## config.mk

```make
export PLATFORM = sky130hd
export DESIGN_NAME = tte_ram
export DESIGN_NICKNAME = d
export VERILOG_FILES = /design/src/rtl/tap_tempo_estimator_defines.svh /design/src/rtl/tte_ram.sv
export SDC_FILE = /design/constraint.sdc
export NUM_CORES = 1
export LEC_CHECK = 0
export BUFFER_PORTS_ARGS = -buffer_cell sky130_fd_sc_hd__buf_2
export CAP_MARGIN = 20
export CORE_MARGIN = 2
export CORE_UTILIZATION = 25
export DETAILED_ROUTE_END_ITERATION = 10
export GPL_TIMING_DRIVEN = 0
export SYNTH_ARGS = -nofsm -noshare
export SYNTH_HDL_FRONTEND = slang
export SYNTH_SLANG_ARGS = --single-unit
```

## constraint.sdc

```tcl
create_clock -name aclk -period 4.4 [get_ports aclk]
set_input_delay 0.22 -clock aclk [delete_from_list [all_inputs] [get_ports aclk]]
set_output_delay 0.22 -clock aclk [all_outputs]
set_load 0.005 [all_outputs]
```

## src/rtl/tap_tempo_estimator_defines.svh

```systemverilog
// Assertion macros shared by the tap tempo estimator RTL.
`ifndef TAP_TEMPO_ESTIMATOR_DEFINES_SVH
`define TAP_TEMPO_ESTIMATOR_DEFINES_SVH

// Condition that must hold at every clock edge out of reset.
`define TTE_ASSERT_ALWAYS(lbl, cond, msg) \
    lbl: assert property (@(posedge aclk) disable iff (!aresetn) (cond)) else $error(msg);

// Antecedent at one edge implies consequent at the next edge.
`define TTE_ASSERT_NEXT(lbl, ante, cons, msg) \
    lbl: assert property (@(posedge aclk) disable iff (!aresetn) (ante) |=> (cons)) \
        else $error(msg);

`endif

```

## src/rtl/tte_ram.sv

```systemverilog
// Generic single-write, single-read RAM with registered read data.
module tte_ram #(
    parameter int WIDTH = 16,
    parameter int DEPTH = 16
) (
    input  logic                     aclk,
    input  logic                     we,
    input  logic [$clog2(DEPTH)-1:0] waddr,
    input  logic [WIDTH-1:0]         wdata,
    input  logic [$clog2(DEPTH)-1:0] raddr,
    output logic [WIDTH-1:0]         rdata
);

    logic [WIDTH-1:0] mem [DEPTH];
    logic [WIDTH-1:0] rdata_reg;

    always_ff @(posedge aclk) begin
        if (we) begin
            mem[waddr] <= wdata;
        end
        rdata_reg <= mem[raddr];
    end

    assign rdata = rdata_reg;

endmodule

```

Word level (Yosys, flattened, before mapping). Memory sizes are Yosys's and may differ from the RTL's. A register that Yosys moved wholly into a read port is not among the register bits. Cells that the tools add are included.

Register bits: 0. Bits in writable memories: 256. Bits of input ports: 26. Output and inout bits: 16. Word-level logic and storage cells: 3. Memories kept: 1.

Memories: mem (words 16, bits a word 16, rd ports 1, clocked after memory_dff 1, wr ports 1, RTL line tte_ram.sv:14) `logic [WIDTH-1:0] mem [DEPTH];`.

Multiplexer cells: 2.

Operators by type and width (count): 1-bit 2-to-1 mux (2).

Longest topological paths before layout.
Word-level depth: 2. Gate-level depth with buffers: 5. Depth with buffers taken out: 3.

Worst setup path after synthesis. No wires, ideal clock.

Path kind: input-to-reg. Start: input waddr[2]. End: memory mem[0][0], enable pin. Library setup time: 0.409 ns. Data arrival time: 1.866 ns. Required time: 3.991 ns. Setup slack: 2.125 ns. Stages on the path: 2. Path buffers: 0. Cells stage by stage: or3b_2 -> nor3_1.

RTL lines: from (decl) (RTL line tte_ram.sv:8) `input logic [$clog2(DEPTH)-1:0] waddr,`; to (decl) (RTL line tte_ram.sv:14).

No word-level cell before the write port.

Final worst setup path.
Start: input waddr[2]. End: memory mem[0][15], enable pin.

No word-level cell before the write port.

==> flow_summary.json <==
{
  "status": "completed",
  "ys_seq_area_frac": 0.797,
  "synth_simple_gate_area_frac": 0.0192,
  "wl_um": 21700,
  "synth_edf_count": 256,
  "diodes": 0,
  "timing.hold.ws_ps": 55.6,
  "finalHoldViolCount": 0,
  "tightest_slew_ps": 1060,
  "critPathKind": "primary input to register",
  "grt_start_max_net_pins": 17,
  "root_buffer": "clkbuf_16",
  "overflow": 0,
  "area_growth_pct": 20.8,
  "antenna_found_initial": 0,
  "clock_skew_ps": 7.96,
  "ys_warn_count": 0,
  "rrSetupSlack_ps": 3040,
  "crit_slowest_cell": "nor3_2",
  "dr.pass1.iters": 5,
  "maxCapViolations": 0,
  "vias_per_cell": 4.41,
  "final_common_cell": "edfxtp_1",
  "place_congestion": 0.673,
  "cts_resized": 0,
  "rsz0062_at_grt": "no",
  "synth_flop_cell": "edfxtp_1",
  "drtIter0Drc": 395,
  "max_stage_delay_ps": 830,
  "die-area_sq_um": 41800,
  "fin_tns_setup_ps": 0,
  "wl_per_cell_um": 20.3,
  "clk_latency_ps": 530,
  "power_density_nw_per_um2": 455,
  "cp.required_ps": 4640,
  "synth_fa_ha_area_frac": 0,
  "final_cell_mix": "edfxtp_1 (256), mux4_2 (54), buf_2 (42)",
  "core.rowCount": 73,
  "utilization": 0.305,
  "multi_input_area_sq_um": 1960,
  "core_area_sq_um": 39700,
  "crit_path_start_kind": "primary input",
  "synth_xor_area_frac": 0,
  "irDropWorstVdd_mv": 0.227,
  "seqCellArea_sq_um": 8010,
  "total_leakage_power_nw": 3.87,
  "synth_compound_area_frac": 0.0239,
  "max_slew_margin": 0.286,
  "muxShareOfSynthArea": 0.147,
  "nFillCells": 3805,
  "clk_pin_slew_ps": 60,
  "post_synth_num_cell_types": 19,
  "cts_buffers": 28,
  "finalNetCount": 545,
  "period_needed_ps": 1750,
  "cts.path.max_buffers": 3,
  "ys_seq_elements": 272,
  "fmaxAchievable_ghz": 0.573,
  "hp-class": "primary input to register",
  "ant_nets": 0,
  "netlist_area_sq_um": 10000,
  "async_reset_ff_frac": 0,
  "clock_sinks": 272,
  "setup_viol_count_final": 0,
  "cts_tree": "yes",
  "route.detailed.drc": 0,
  "die_w_um": 204,
  "drv_slew": 0,
  "cts-hold-fix-buffers": 0,
  "fin_crit_sh": 0.397,
  "crit_chain": "buf_2 > or3b_2 > nor3_2 > buf_6",
  "die_y_um": 204,
  "avgSynthCellArea_sq_um": 23.2,
  "synth_top_family_by_area": "multiplexers",
  "cts_setup_buffers": 0,
  "cp_max_fo": 9,
  "port_buffers": 39,
  "critPathCaptureType": "register",
  "pin_count": 42,
  "grt_util_all_layers": 0.105,
  "vias": 4706,
  "cp.arrival_ps": 1990,
  "largest_reg_flops": 256,
  "hpwl_um": 14300,
  "syn_nets": 458,
  "grt_first_pass_wirelength_um": 32400,
  "initial_core_util": 0.253,
  "grt_pass1_vias": 5015,
  "drive_gt1_frac": 0.331,
  "cts.htree.levels": 1,
  "syn_inst": 432
}
-- per-stage QoR --
stage / instances / area, sq um / power [mW] / worst slack, ps
2_1_floorplan: 432 / 10000 / 3.11 / 2120
3_3_place_gp: 996 / 10900 / 3.22 / 598
3_5_place_dp: 1014 / 11200 / 3.24 / 2090
4_1_cts: 1066 / 12100 / 5.57 / 2650
5_1_grt: 1066 / 12100 / 5.69 / 2580
6_report: 1066 / 12100 / 5.53 / 2650
-- power breakdown --
part / switching (mW) / internal (mW) / leakage [nW]
Combinational: 0.156 / 0.113 / 0.969
Sequential: 0.0141 / 2.90 / 2.45
Clock: 0.940 / 1.41 / 0.453
-- worst max-delay path: cells and delay by family --
| kind | cells | cell delay [ps] |
|---|---|---|
| and+or+nand+nor | 2 | 1370 |
| buffers and inverters | 2 | 390 |
-- worst paths after layout --
kind | startpoint | to | cells past startpoint
max | waddr[2] | mem[0][15]$_DFFE_PP_ | 4
min | wdata[4] | mem[2][4]$_DFFE_PP_ | 1
max reg2reg | mem[10][10]$_DFFE_PP_ | rdata[10]$_DFF_P_ | 3
min reg2reg | mem[13][12]$_DFFE_PP_ | rdata[12]$_DFF_P_ | 3
-- logic make-up (layout without fill, tap and decap cells) --
logic type             Yosys count  count (layout)
flip-flops                     272             272
multiplexers                    64              64
AND/OR/NAND/NOR                 43              43
AO/OA/AOI/OAI                   32              32
buffers and inverters           21             130
-- synth_stat cells, types with 4 or more instances --
library cell	n	area, sq um
dfxtp_1	16	320
nor2_1	13	48.8
a22oi_1	32	240
edfxtp_1	256	7690
clkbuf_1	8	30.0
buf_6	4	45.0
mux4_2	54	1220
mux4_1	10	263
nand2_1	17	63.8
nor3_1	4	20.0
-- cell type report --
class | instances | area share
repair buffers | 57 | 0.0375
plain buffers | 21 | 0.0102
clock inverters | 11 | 0.00877
well taps | 525 | 0.0541
clock buffers | 41 | 0.0676
multi-input cells | 139 | 0.162
flip-flops and latches | 272 | 0.660
-- layer usage --
layer,global-route usage,vias to the layer above,wire length (um)
met5,0,-,0
met3,0.0196,47,1180
met2,0.166,133,10100
met4,0.0295,0,551
li1,-,2017,-
met1,0.148,2509,9820
No activity file was read; power rests on OpenSTA's default activity.
