**config.mk**
```make
export PLATFORM = sky130hd
export DESIGN_NAME = tte_div
export DESIGN_NICKNAME = d
export VERILOG_FILES = /design/src/rtl/tap_tempo_estimator_defines.svh /design/src/rtl/tte_pkg.sv /design/src/rtl/tte_div.sv
export SDC_FILE = /design/constraint.sdc
export NUM_CORES = 1
export LEC_CHECK = 0
export BUFFER_PORTS_ARGS = -buffer_cell sky130_fd_sc_hd__buf_2
export CORE_ASPECT_RATIO = 2
export CORE_MARGIN = 10
export CORE_UTILIZATION = 50
export CTS_CLUSTER_DIAMETER = 30
export DETAILED_ROUTE_END_ITERATION = 8
export PLACE_DENSITY = 0.72
export SYNTH_ARGS = -nofsm -noshare
export SYNTH_HDL_FRONTEND = slang
export SYNTH_SLANG_ARGS = --single-unit
```
**constraint.sdc**
```tcl
create_clock -name aclk -period 5.66 [get_ports aclk]
set_input_delay 1.132 -clock aclk [delete_from_list [all_inputs] [get_ports aclk]]
set_output_delay 1.132 -clock aclk [all_outputs]
set_load 0.01 [all_outputs]
```
**src/rtl/tap_tempo_estimator_defines.svh**
```systemverilog
// Assertion macros shared by the tap tempo estimator RTL.
`ifndef TAP_TEMPO_ESTIMATOR_DEFINES_SVH
`define TAP_TEMPO_ESTIMATOR_DEFINES_SVH

// Condition that must hold at every clock edge out of reset.
`define TTE_ASSERT_ALWAYS(lbl, cond, msg) \
    lbl: assert property (@(posedge aclk) disable iff (!aresetn) (cond)) else $error(msg);

// Antecedent at one edge implies consequent at the next edge.
`define TTE_ASSERT_NEXT(lbl, ante, cons, msg) \
    lbl: assert property (@(posedge aclk) disable iff (!aresetn) (ante) |=> (cons)) \
        else $error(msg);

`endif

```
**src/rtl/tte_pkg.sv**
```systemverilog
// Shared constants and types for the tap tempo estimator.
package tte_pkg;

    localparam int HISTORY_DEPTH = 16;
    localparam int GAP_W         = 16;
    localparam int PERIOD_W      = 31;
    localparam int HIST_AW       = $clog2(HISTORY_DEPTH);
    localparam int CNT_W         = $clog2(HISTORY_DEPTH + 1);
    localparam int N_W           = $clog2(HISTORY_DEPTH + 2);
    localparam int BEAT_W        = GAP_W + 1;
    localparam int X_W           = GAP_W + $clog2(HISTORY_DEPTH);
    localparam int SX_W          = X_W + $clog2(HISTORY_DEPTH);
    localparam int P_W           = 2 * X_W;
    localparam int SP_W          = P_W + $clog2(HISTORY_DEPTH);
    localparam int P1_W          = N_W + SP_W;
    localparam int P2_W          = 2 * SX_W;
    localparam int NUM_W         = P1_W + 1;
    localparam int DIV_W         = NUM_W - 1;
    localparam int STEP_W        = $clog2(DIV_W + 1);

    // APB register map
    localparam int ADDR_W        = 3;
    localparam logic [0:0] REG_RESET_GAP = 1'b0;

    localparam logic [GAP_W-1:0]    RESET_GAP_DEFAULT = GAP_W'(1500);
    localparam logic [PERIOD_W-1:0] PERIOD_MAX        = {PERIOD_W{1'b1}};

    // divider status toward the sequencer
    typedef struct packed {
        logic busy;
        logic done;
    } div_stat_t;

endpackage

```
**src/rtl/tte_div.sv**
```systemverilog
// Iterative restoring divider, one quotient bit per cycle.
module tte_div
    import tte_pkg::*;
(
    input  logic              aclk,
    input  logic              aresetn,
    input  logic              start,
    input  logic [DIV_W-1:0]  dividend,
    input  logic [DIV_W-1:0]  divisor,
    input  logic [STEP_W-1:0] steps,
    output div_stat_t         stat,
    output logic [DIV_W-1:0]  quotient
);

    logic [DIV_W-1:0]  r_reg, r_next;
    logic [DIV_W-1:0]  q_reg, q_next;
    logic [DIV_W-1:0]  d_reg;
    logic [STEP_W-1:0] cnt_reg;
    logic              busy_reg, done_reg;
    logic [DIV_W:0]    rs;

    // one shift-compare-subtract step
    always_comb begin
        rs = {r_reg, q_reg[DIV_W-1]};
        if (rs >= {1'b0, d_reg}) begin
            r_next = DIV_W'(rs - {1'b0, d_reg});
            q_next = {q_reg[DIV_W-2:0], 1'b1};
        end else begin
            r_next = rs[DIV_W-1:0];
            q_next = {q_reg[DIV_W-2:0], 1'b0};
        end
    end

    always_ff @(posedge aclk) begin
        if (!aresetn) begin
            busy_reg <= 1'b0;
            done_reg <= 1'b0;
            cnt_reg  <= '0;
        end else begin
            done_reg <= 1'b0;
            if (start) begin
                busy_reg <= 1'b1;
                cnt_reg  <= steps;
            end else if (busy_reg) begin
                cnt_reg <= cnt_reg - 1'b1;
                if (cnt_reg == STEP_W'(1)) begin
                    busy_reg <= 1'b0;
                    done_reg <= 1'b1;
                end
            end
        end
    end

    // datapath
    always_ff @(posedge aclk) begin
        if (start) begin
            r_reg <= '0;
            q_reg <= dividend;
            d_reg <= divisor;
        end else if (busy_reg) begin
            r_reg <= r_next;
            q_reg <= q_next;
        end
    end

    assign stat.busy = busy_reg;
    assign stat.done = done_reg;
    assign quotient  = q_reg;

endmodule

```
### Word level (Yosys, flattened, before mapping)

Index checks and enable logic that the tools add are counted.

| word-level totals | value |
|---|---|
| register bits after elaboration | 155 |
| bits in latches | 0 |
| RAM bits | 0 |
| memory bits (read-only) | 0 |
| word-level logic and storage cells | 24 |
| memories kept | 0 |

| cells by class | value |
|---|---|
| $add $sub $neg | 2 |
| multipliers | 0 |
| divide/modulo/power cells | 0 |
| magnitude comparators | 1 |
| equality and inequality tests | 1 |
| shift-type cells | 0 |
| muxes and demuxes | 10 |
| bitwise gates (word level) | 2 |
| reduce and logical (&&, ||, !) cells | 2 |

Operators by type and width:

| cell | count |
|---|---|
| 2-to-1 mux 49 bit | 3 |
| >= comparator 50 x 49 -> 1 bit | 1 |
| subtractor 49 bit | 1 |
| 2-to-1 mux 6 bit | 2 |
| == test 6 x 1 -> 1 bit, second input constant | 1 |
| subtractor 6 x 1 -> 6 bit, second input constant | 1 |
| 2-to-1 mux 1 bit | 5 |
| OR reduction 3 bit | 1 |
| NOT 1 bit | 2 |
| nonzero test 2 bit | 1 |

### Depth between registers and ports, before layout

Gate-level depths: netlist of the first run.

| logic depth | value |
|---|---|
| depth after elaboration | 4 |
| mapped depth | 15 |

### Worst setup path before layout of the first run

OpenSTA, ideal clock, no wires.

| timing path | value |
|---|---|
| path kind | reg2reg |
| start | register q_reg[48] (netlist: quotient[48]) |
| end | register r_reg[44] |
| library setup time | 0.131 ns |
| arrival time | 3.477 ns |
| required time | 5.529 ns |
| path slack | 2.052 ns |
| cell stages (with the launch flop) | 15 |
| path buffers | 0 |
| period minus slack after synthesis | 3.608 ns |
| cells stage by stage | edfxtp_1 inv_1 ha_1 inv_1 fa_1 a21oi_1 o211ai_1 a211oi_4 o21ai_2 or3_1 a31o_4 a2111oi_4 mux2_2 a221oi_1 nor3_1 |

| between the ends | value |
|---|---|
| cells in the longest elaborated chain, start to end | 2 |
| elaborated cells between the ends (all ways) | 3 |

Ends and longest elaborated chain:

| element | RTL line | text |
|---|---|---|
| start: declaration | tte_div.sv:16 | `logic [DIV_W-1:0] q_reg, q_next;` |
| start signal: assignment | tte_div.sv:58 | `q_reg <= dividend;` |
| start signal: assignment | tte_div.sv:62 | `q_reg <= q_next;` |
| subtractor 49 bit or >= comparator 50 x 49 -> 1 bit (tied branches) | tte_div.sv:26, tte_div.sv:25 |  |
| 2-to-1 mux 49 bit (*) | tte_div.sv:25 | `if (rs >= {1'b0, d_reg}) begin` |
| end signal: assignment | tte_div.sv:61 | `r_reg <= r_next;` |
| end: declaration | tte_div.sv:15 | `logic [DIV_W-1:0] r_reg, r_next;` |

Mark *: on every way between the ends. The rest lies on a longest branch, timed or not.
A chain may end at the register's enable or synchronous reset.

### Worst setup path in the final report of the first run

| timing path | value |
|---|---|
| start | register q_reg[48] (netlist: quotient[48]) |
| end | register r_reg[48] |

The elaborated chain is that of the path after synthesis.

==> impl_results.md, run 1 <==
- Status: finished clean
- Pint: 2.29 mW
- Minimum clock period: approximately 4200 ps
- Post-synthesis area per instance: 9.69 um^2
- Worst r2r path cells: 14
- CTS root buf: clkbuf_16
- Final WS setup: 1480 ps
- # hold bufs at CTS: 0
- Die Height: 213 um
- Ys Warns: 0
- Worst IR drop on VDD: 0.000228 V
- Arr. time, crit path: 4540 ps
- P_leak: 4.56 nW
- Uppermost routed layer: met4
- CP Max Fanout: 15
- Share of the synthesized area in the top cell type: 31.7%
- Tcrit/Tclk final: 73.8%
- ANT cells: 0
- Port Buf Inserts: 157
- Final setup viols: 0
- Hold EP: r_reg[13]
- Hold Crit Depth: 2
- Max frequency: 0.239 GHz
- Htree depth: 4
- Met1 Wirelength: between 8000 and 9000 um
- Worst Clk Skew: 9.63 ps
- Final HPWL DP: approximately 18000 um
- Place WS: approximately 1500 ps
- RSZ-0062 raised after global routing: false
- Met3 WL: 1690 um
- Slew Viols, Final: 0
- Tot GR Track Use: between 10% and 20%
- Primary FF master, synth: edfxtp_1
- CTS tree: done
- Worst Min Path Start: r_reg[13]
- Vias after detailed routing: 7600
- Syn-to-layout area delta: 15.4%
- Met2 Routed Length: 12900 um
- Largest net degree at the start of global routing: 65
- Routed Antenna Nets: 0
- Crit path capture type: flip-flop
- Clock network fraction of design power: 31.8%
- Pwr dens: 311 nW/um^2
- Initial drt markers: 414
- Total grt overflow: 0
- Area of the mapped netlist: 9270 um^2
- Crit Path Class: flip-flop to flip-flop
- Setup slack, reg-to-reg: around 1500 ps
- Top cells by area, synth: edfxtp_1 (32%), dfxtp_1 (12%), ha_1 (6.9%)
- # IOs: between 150 and 200
- Pre-antenna DRT Iters: 5
- Sequential share of power: a little over two fifths
- DR WL/cell: 18.2 um
- Hold WC Path Type: flip-flop to flip-flop
- Yosys top cell by area: edfxtp_1
- Setup crit start kind: flip-flop
- Post-synth EDFFs: between 90 and 100
- Layout cell share with drive strength beyond 1: around 23%
- Mapped Cells: approximately 960
- CORE AREA: 18300 um^2
- Max clock buf depth: 2
- TritonCTS Buffers: 17
- Synth unique cells: 67
- Drt via density: 5.78
- Relative slew slack: roughly 34%
- # DRC: 0
- Post-Syn Nets: 1116
- Synth async-reset ratio: 0%
- Clock transition at path regs: 70 ps
- Fillers: 1621
- CP required: around 6000 ps
- #FFs+latches synth: 155
- Final Hold Violating Endpoints: 0
- DIE AREA: 24700 um^2
- Initial Utilization: 50.6%
- RePlAce Congestion: 0.905
- Final hold slack: 506 ps
- Total wire length: 23900 um
- FF-to-FF End: r_reg[48]
- Vias in the first global route: approximately 8000
- Worst-Margin Slew: about 990 ps
- R2r startpoint: quotient[48]
- Worst-Skew Late Latency: 430 ps
- Most common cell in the netlist: nor2_1
- Commonest cells in the netlist: nor2_1 (108), edfxtp_1 (98), a21oi_1 (96)
- Switching share of power: 31.3%
- Psw: 1.04 mW
- Initial antenna violation count: 0
- FP Rows: 70
- Die width: about 120 um
- Final net count: 1244
- Gate power share: between 20% and 30%
- Postcts setup bufs: 0
- CTS sink cnt: 155
- Setup TNS Final: 0 ps
- Cts repair resizes: 0
- Seq/Total Area, Yosys: ~44%
- Number of max-cap violations: 0
- First-pass GRT wire length: 38600 um
## power by group through the flow
stage	registers, mW	logic (mW)	clock network [mW]
6_report	1.39	0.885	1.06
3_5_place_dp	1.41	0.878	0
2_1_floorplan	1.41	0.631	0
3_3_place_gp	1.41	0.868	0
4_1_cts	1.39	0.884	1.08
5_1_grt	1.40	0.978	1.12
## cells in the final DEF (no fill, tap or decap), types with 5 or more instances in the layout
| cell | instances |
|---|---|
| a211oi_1 | 46 |
| a21o_1 | 27 |
| a21oi_1 | 96 |
| a31oi_1 | 9 |
| and2_1 | 7 |
| and3_1 | 11 |
| buf_2 | 156 |
| buf_4 | 7 |
| clkbuf_16 | 17 |
| clkinv_1 | 6 |
| dfxtp_1 | 56 |
| edfxtp_1 | 98 |
| ha_1 | 51 |
| inv_1 | 66 |
| mux2_2 | 50 |
| mux2i_1 | 12 |
| nand2_1 | 46 |
| nand2b_1 | 6 |
| nand3_1 | 14 |
| nand4_1 | 11 |
| nor2_1 | 108 |
| nor2b_1 | 12 |
| nor3_1 | 11 |
| o211ai_1 | 10 |
| o21a_1 | 6 |
| o21ai_0 | 31 |
| o21bai_1 | 6 |
| o22ai_1 | 5 |
| xnor2_1 | 31 |
| xor2_1 | 15 |
## worst max-delay path by stage
stage	start	to	slack, ps
4_1_cts	quotient[48]	r_reg[48]	1510
3_3_place_gp	quotient[48]	r_reg[48]	1720
2_1_floorplan	quotient[48]	r_reg[44]	2050
3_5_place_dp	quotient[48]	r_reg[48]	1530
6_report	quotient[48]	r_reg[48]	1480
5_1_grt	quotient[48]	r_reg[48]	1270
## stage by stage
stage	util [%]	instance area, um^2	power [mW]	cells
2_1_floorplan	-	9270	2.04	957
3_3_place_gp	55.5	10200	2.27	1282
3_5_place_dp	55.5	10200	2.29	1282
4_1_cts	58.4	10700	3.35	1314
5_1_grt	58.4	10700	3.50	1314
6_report	58.4	10700	3.33	1314
## critical path: stages (launching register included)
cell and delay, ps:
edfxtp_1 360, inv_1 60, ha_1 220, inv_1 80, fa_1 210, a21oi_1 110, o211ai_1 300, a21oi_1 120
o211ai_1 260, a31oi_1 230, o21ai_0 440, a211o_1 870, nand2b_1 350, or3_1 430, o21ai_0 70
## layout make-up
type / count / area, um^2 / share of cell area (%)
clock buffer: 19 / 433 / 4.05
clock inverter: 13 / 103 / 0.959
inverter: 67 / 251 / 2.35
multi-input combinational: 680 / 4710 / 44.0
sequential: 155 / 4090 / 38.2
tap: 216 / 270 / 2.53
timing repair buffer: 164 / 845 / 7.89
## per-layer routing
| metal | up-vias | track usage, % |
|---|---|---|
| li1 | 3730 | - |
| met1 | 3611 | 18.9 |
| met2 | 216 | 36.0 |
| met3 | 43 | 6.92 |
| met4 | 0 | 8.20 |
| met5 | - | 0 |
## cells by family after synthesis
family | synth area share [%]
AOI/OAI and AO/OA | 19.4
muxes | 7.37
buffers and inverters | 5.21
and+or+nand+nor | 12.5
xor gates and xnor gates | 4.35
DFF | 44.1
adders and majority gates | 7.10
(Power assumes the default switching activity.)
==> run 2, diff against run 1 <==
--- a/config.mk
+++ b/config.mk
@@ -5,13 +5,14 @@
 export SDC_FILE = /design/constraint.sdc
 export NUM_CORES = 1
 export LEC_CHECK = 0
+export ABC_AREA = 1
 export BUFFER_PORTS_ARGS = -buffer_cell sky130_fd_sc_hd__buf_2
 export CORE_ASPECT_RATIO = 2
 export CORE_MARGIN = 10
 export CORE_UTILIZATION = 50
 export CTS_CLUSTER_DIAMETER = 30
 export DETAILED_ROUTE_END_ITERATION = 8
-export PLACE_DENSITY = 0.72
+export PLACE_DENSITY = 0.74
 export SYNTH_ARGS = -nofsm -noshare
 export SYNTH_HDL_FRONTEND = slang
 export SYNTH_SLANG_ARGS = --single-unit
==> constraint.sdc (replaced) <==
create_clock -name aclk -period 3.82 [get_ports aclk]
set_input_delay 0.764 -clock aclk [delete_from_list [all_inputs] [get_ports aclk]]
set_output_delay 0.764 -clock aclk [all_outputs]
set_load 0.01 [all_outputs]
==> run 2 against run 1 <==
  * Cell area rose by 18%
  * Count of clock-buffer cells in the layout increased by 2
  * Via count is 42% higher
  * Wire length is 42% higher
  * Highest routed layer unchanged
==> impl_results.md, run 2 <==
- CP Max Fanout: 32 (+17)
- RSZ-0062 raised after global routing: false
- Final hold slack: 476 ps (-30.8 ps)
- Post-synthesis area per instance: 6.46 um^2 (-33%)
- Final setup viols: 0 (unchanged)
- Vias after detailed routing: 10810 (+42%)
- Total power: 4.26 mW (+28%)
- Worst path max stage delay: 380 ps (-490 ps)
- Primary FF master, synth: edfxtp_1
- Max frequency: 0.373 GHz (+56%)
- Yosys top cell by area: edfxtp_1
- Drt via density: 5.04 (-13%)
- Fillers: 2193 (+35%)
- Ys Warns: 0 (unchanged)
- Leading cell type in the layout, fill and taps excluded: nand2_1
- TritonCTS Buffers: 17 (unchanged)
- Total wire length: 34000 um (+42%)
- Buf/Inv on CP: 4 (+2)
- Switching share of power: 26.1% (-5.2 points)
- Placed cell area: 12100 um^2 (+19%)
- Final Instance Count excl. Fillers: 2143 (+63%)
- Critical Path Most Common Cell: nand2_1
- # IOs: 158 (unchanged)
- Placed Cells incl. Taps: 2111 (+65%)
- Worst-Skew Late Latency: 450 ps (+20 ps)
- Htree depth: 4 (unchanged)
- CP delay by family, top: simple AND/OR/NAND/NOR gates
- CP required: 4160 ps (-1860 ps)
- DIE AREA: 28800 um^2 (+17%)
- Syn-to-layout area delta: 14.6%
- CTS tree: done
- Slowest-stage cell, CP: buf_4
- Largest net degree at the start of global routing: 57 (-12%)
- CTS sink cnt: 155 (unchanged)
- Crit Path Class: flip-flop to flip-flop
- Cts repair resizes: 0 (unchanged)
- Hold Crit Depth: 2 (unchanged)
- # hold bufs at CTS: 0 (unchanged)
- Post-Syn Nets: 1870 (+68%)
- Total grt overflow: 0 (unchanged)
- Vias in the first global route: 11083 (+39%)
- RePlAce Congestion: 1.07 (+18%)
- Number of max-cap violations: 0 (unchanged)
- Hold WC Path Type: flip-flop to flip-flop
- Critical-path cell list: inv_1, ha_1, nand2_1, inv_1, nand2_1, nand2_1, inv_1, nand2_1, nand2_1, nand2_1, a21oi_4, buf_4, nand4_1, nand3_1, nand2_1
- Die width: 125 um (+7.6%)
- Worst Clk Skew: 12.3 ps (+2.62 ps)
- Initial Utilization: 51.0% (+0.33 points)
- Place WS: 1240 ps (-282 ps)
- Final Hold Violating Endpoints: 0 (unchanged)
- Minimum clock period: 2680 ps (-1500 ps)
- Relative slew slack: 52.2% (+18 points)
- Tcrit/Tclk final: 70.2% (-3.7 points)
- CTS root buf: clkbuf_16
- Mapped Cells: 1711 (+79%)
- Routed Antenna Nets: 0 (unchanged)
- Postcts setup bufs: 0 (unchanged)
- Setup slack, reg-to-reg: 1140 ps (-340 ps)
- Pwr dens: 336 nW/um^2 (+8.0%)
- Final net count: 2016 (+62%)
- Top cells by area, synth: edfxtp_1 (27%), nand2_1 (25%), inv_1 (12%)
- P_leak: 7.08 nW (+55%)
- ANT cells: 0 (unchanged)
- Crit path capture type: flip-flop
- Post-synth EDFFs: 98 (unchanged)
- Clock transition at path regs: 60 ps (about the same)
- Post-route cell area: 12700 um^2 (+18%)
- Share of the synthesized area in the top cell type: 26.6% (-5.1 points)
- Initial drt markers: 584 (+41%)
- Final Core Density: 58.4% (about the same)
- Worst Min Path Start: r_reg[24]
- Synth async-reset ratio: 0% (unchanged)
- Sequential share of power: 45.8% (+4.1 points)
- Most common cell in the netlist: nand2_1
- Setup crit start kind: flip-flop
- Pre-antenna DRT Iters: 6 (+1)
- DR WL/cell: 15.8 um (-13%)
- Highest-count cells in the layout ignoring fill and taps: nand2_1 (749), inv_1 (347), buf_2 (156)
- Seq/Total Area, Yosys: 37.0% (-7.1 points)
- Psw: 1.11 mW (+6.7%)
- Gate power share: 13.2% (-13 points)
- FP Rows: 76 (+8.6%)
- Port Buf Inserts: 157 (unchanged)
- Tot GR Track Use: 23.6% (+4.1 points)
- First-pass GRT wire length: 54800 um (+42%)
- Initial antenna violation count: 0 (unchanged)
- Die Height: 230 um (+8.3%)
- Pint: 3.15 mW (+38%)
- Hold EP: r_reg[24]
- FF-to-FF End: r_reg[15]
- Final HPWL DP: 26700 um (+49%)
- Setup TNS Final: 0 ps (unchanged)
- Max clock buf depth: 2 (unchanged)
- Commonest cells in the netlist: nand2_1 (749), inv_1 (348), nand3_1 (100)
- Final WS setup: 1140 ps (-342 ps)
- Area of the mapped netlist: 11100 um^2 (+19%)
- R2r startpoint: d_reg[25]
- Status: finished clean
- Worst r2r path cells: 15 (+1)
- Worst-Margin Slew: 717 ps (-277 ps)
- CORE AREA: 21700 um^2 (+18%)
- Arr. time, crit path: 3020 ps (-1520 ps)
- Synth unique cells: 36 (-46%)
- #FFs+latches synth: 155 (unchanged)
- Slew Viols, Final: 0 (unchanged)
- Layout cell share with drive strength beyond 1: 12.1% (-11 points)
- Clock network fraction of design power: 41.0% (+9.2 points)
- # DRC: 0 (unchanged)
- Worst IR drop on VDD: 0.000326 V (+43%)
run 2: tightest hold or removal path, stage by stage (launching register included):
cell and delay, ps:
dfxtp_1 320, nand2_1 60, nand2_1 40
run 2: routing by layer:
metal  part of all wire [%]  wire length (um)  track usage [%]
met5                      0                 0                0
met4                    7.3              2470             18.0
met3                    5.5              1880             5.74
met2                     53             18000             43.8
met1                     34             11600             21.3
run 2: how the worst max path moves through the flow:
stage,start,to,slack [ps],cells past startpoint
after global placement,quotient[48],r_reg[40],1300,16
after CTS,d_reg[25],r_reg[15],1190,15
after global routing,quotient[48],r_reg[44],1020,15
final,d_reg[25],r_reg[15],1140,15
after detailed placement,quotient[48],r_reg[44],1240,15
after floorplan,start,cnt_reg[0],1510,5
run 2: area by class of cell:
class                   count  area (um^2)  share of cell area (%)
clock buffers              21          450                    3.56
clock inverters            11          143                    1.13
inverters                 358         1340                    10.6
multi-input cells        1155         5420                    42.8
flip-flops and latches    155         4080                    32.2
well taps                 273          342                    2.70
repair buffers            170          886                    6.99
run 2: power by group through the flow:
stage          registers (mW)  clock network (mW)  logic (mW)
2_1_floorplan            2.01                   0       0.313
3_3_place_gp             1.98                   0       0.557
3_5_place_dp             1.98                   0       0.567
4_1_cts                  1.95                1.78       0.569
5_1_grt                  1.96                1.83       0.638
6_report                 1.95                1.75       0.563
run 2: cell families after synthesis:
logic type | synth area share (%)
AO/OA/AOI/OAI | 1.90
XOR/XNOR | 1.98
adder cells (fa/ha/maj) | 5.96
buffers and inverters | 14.1
flip-flops | 37.0
AND/OR/NAND/NOR | 39.1
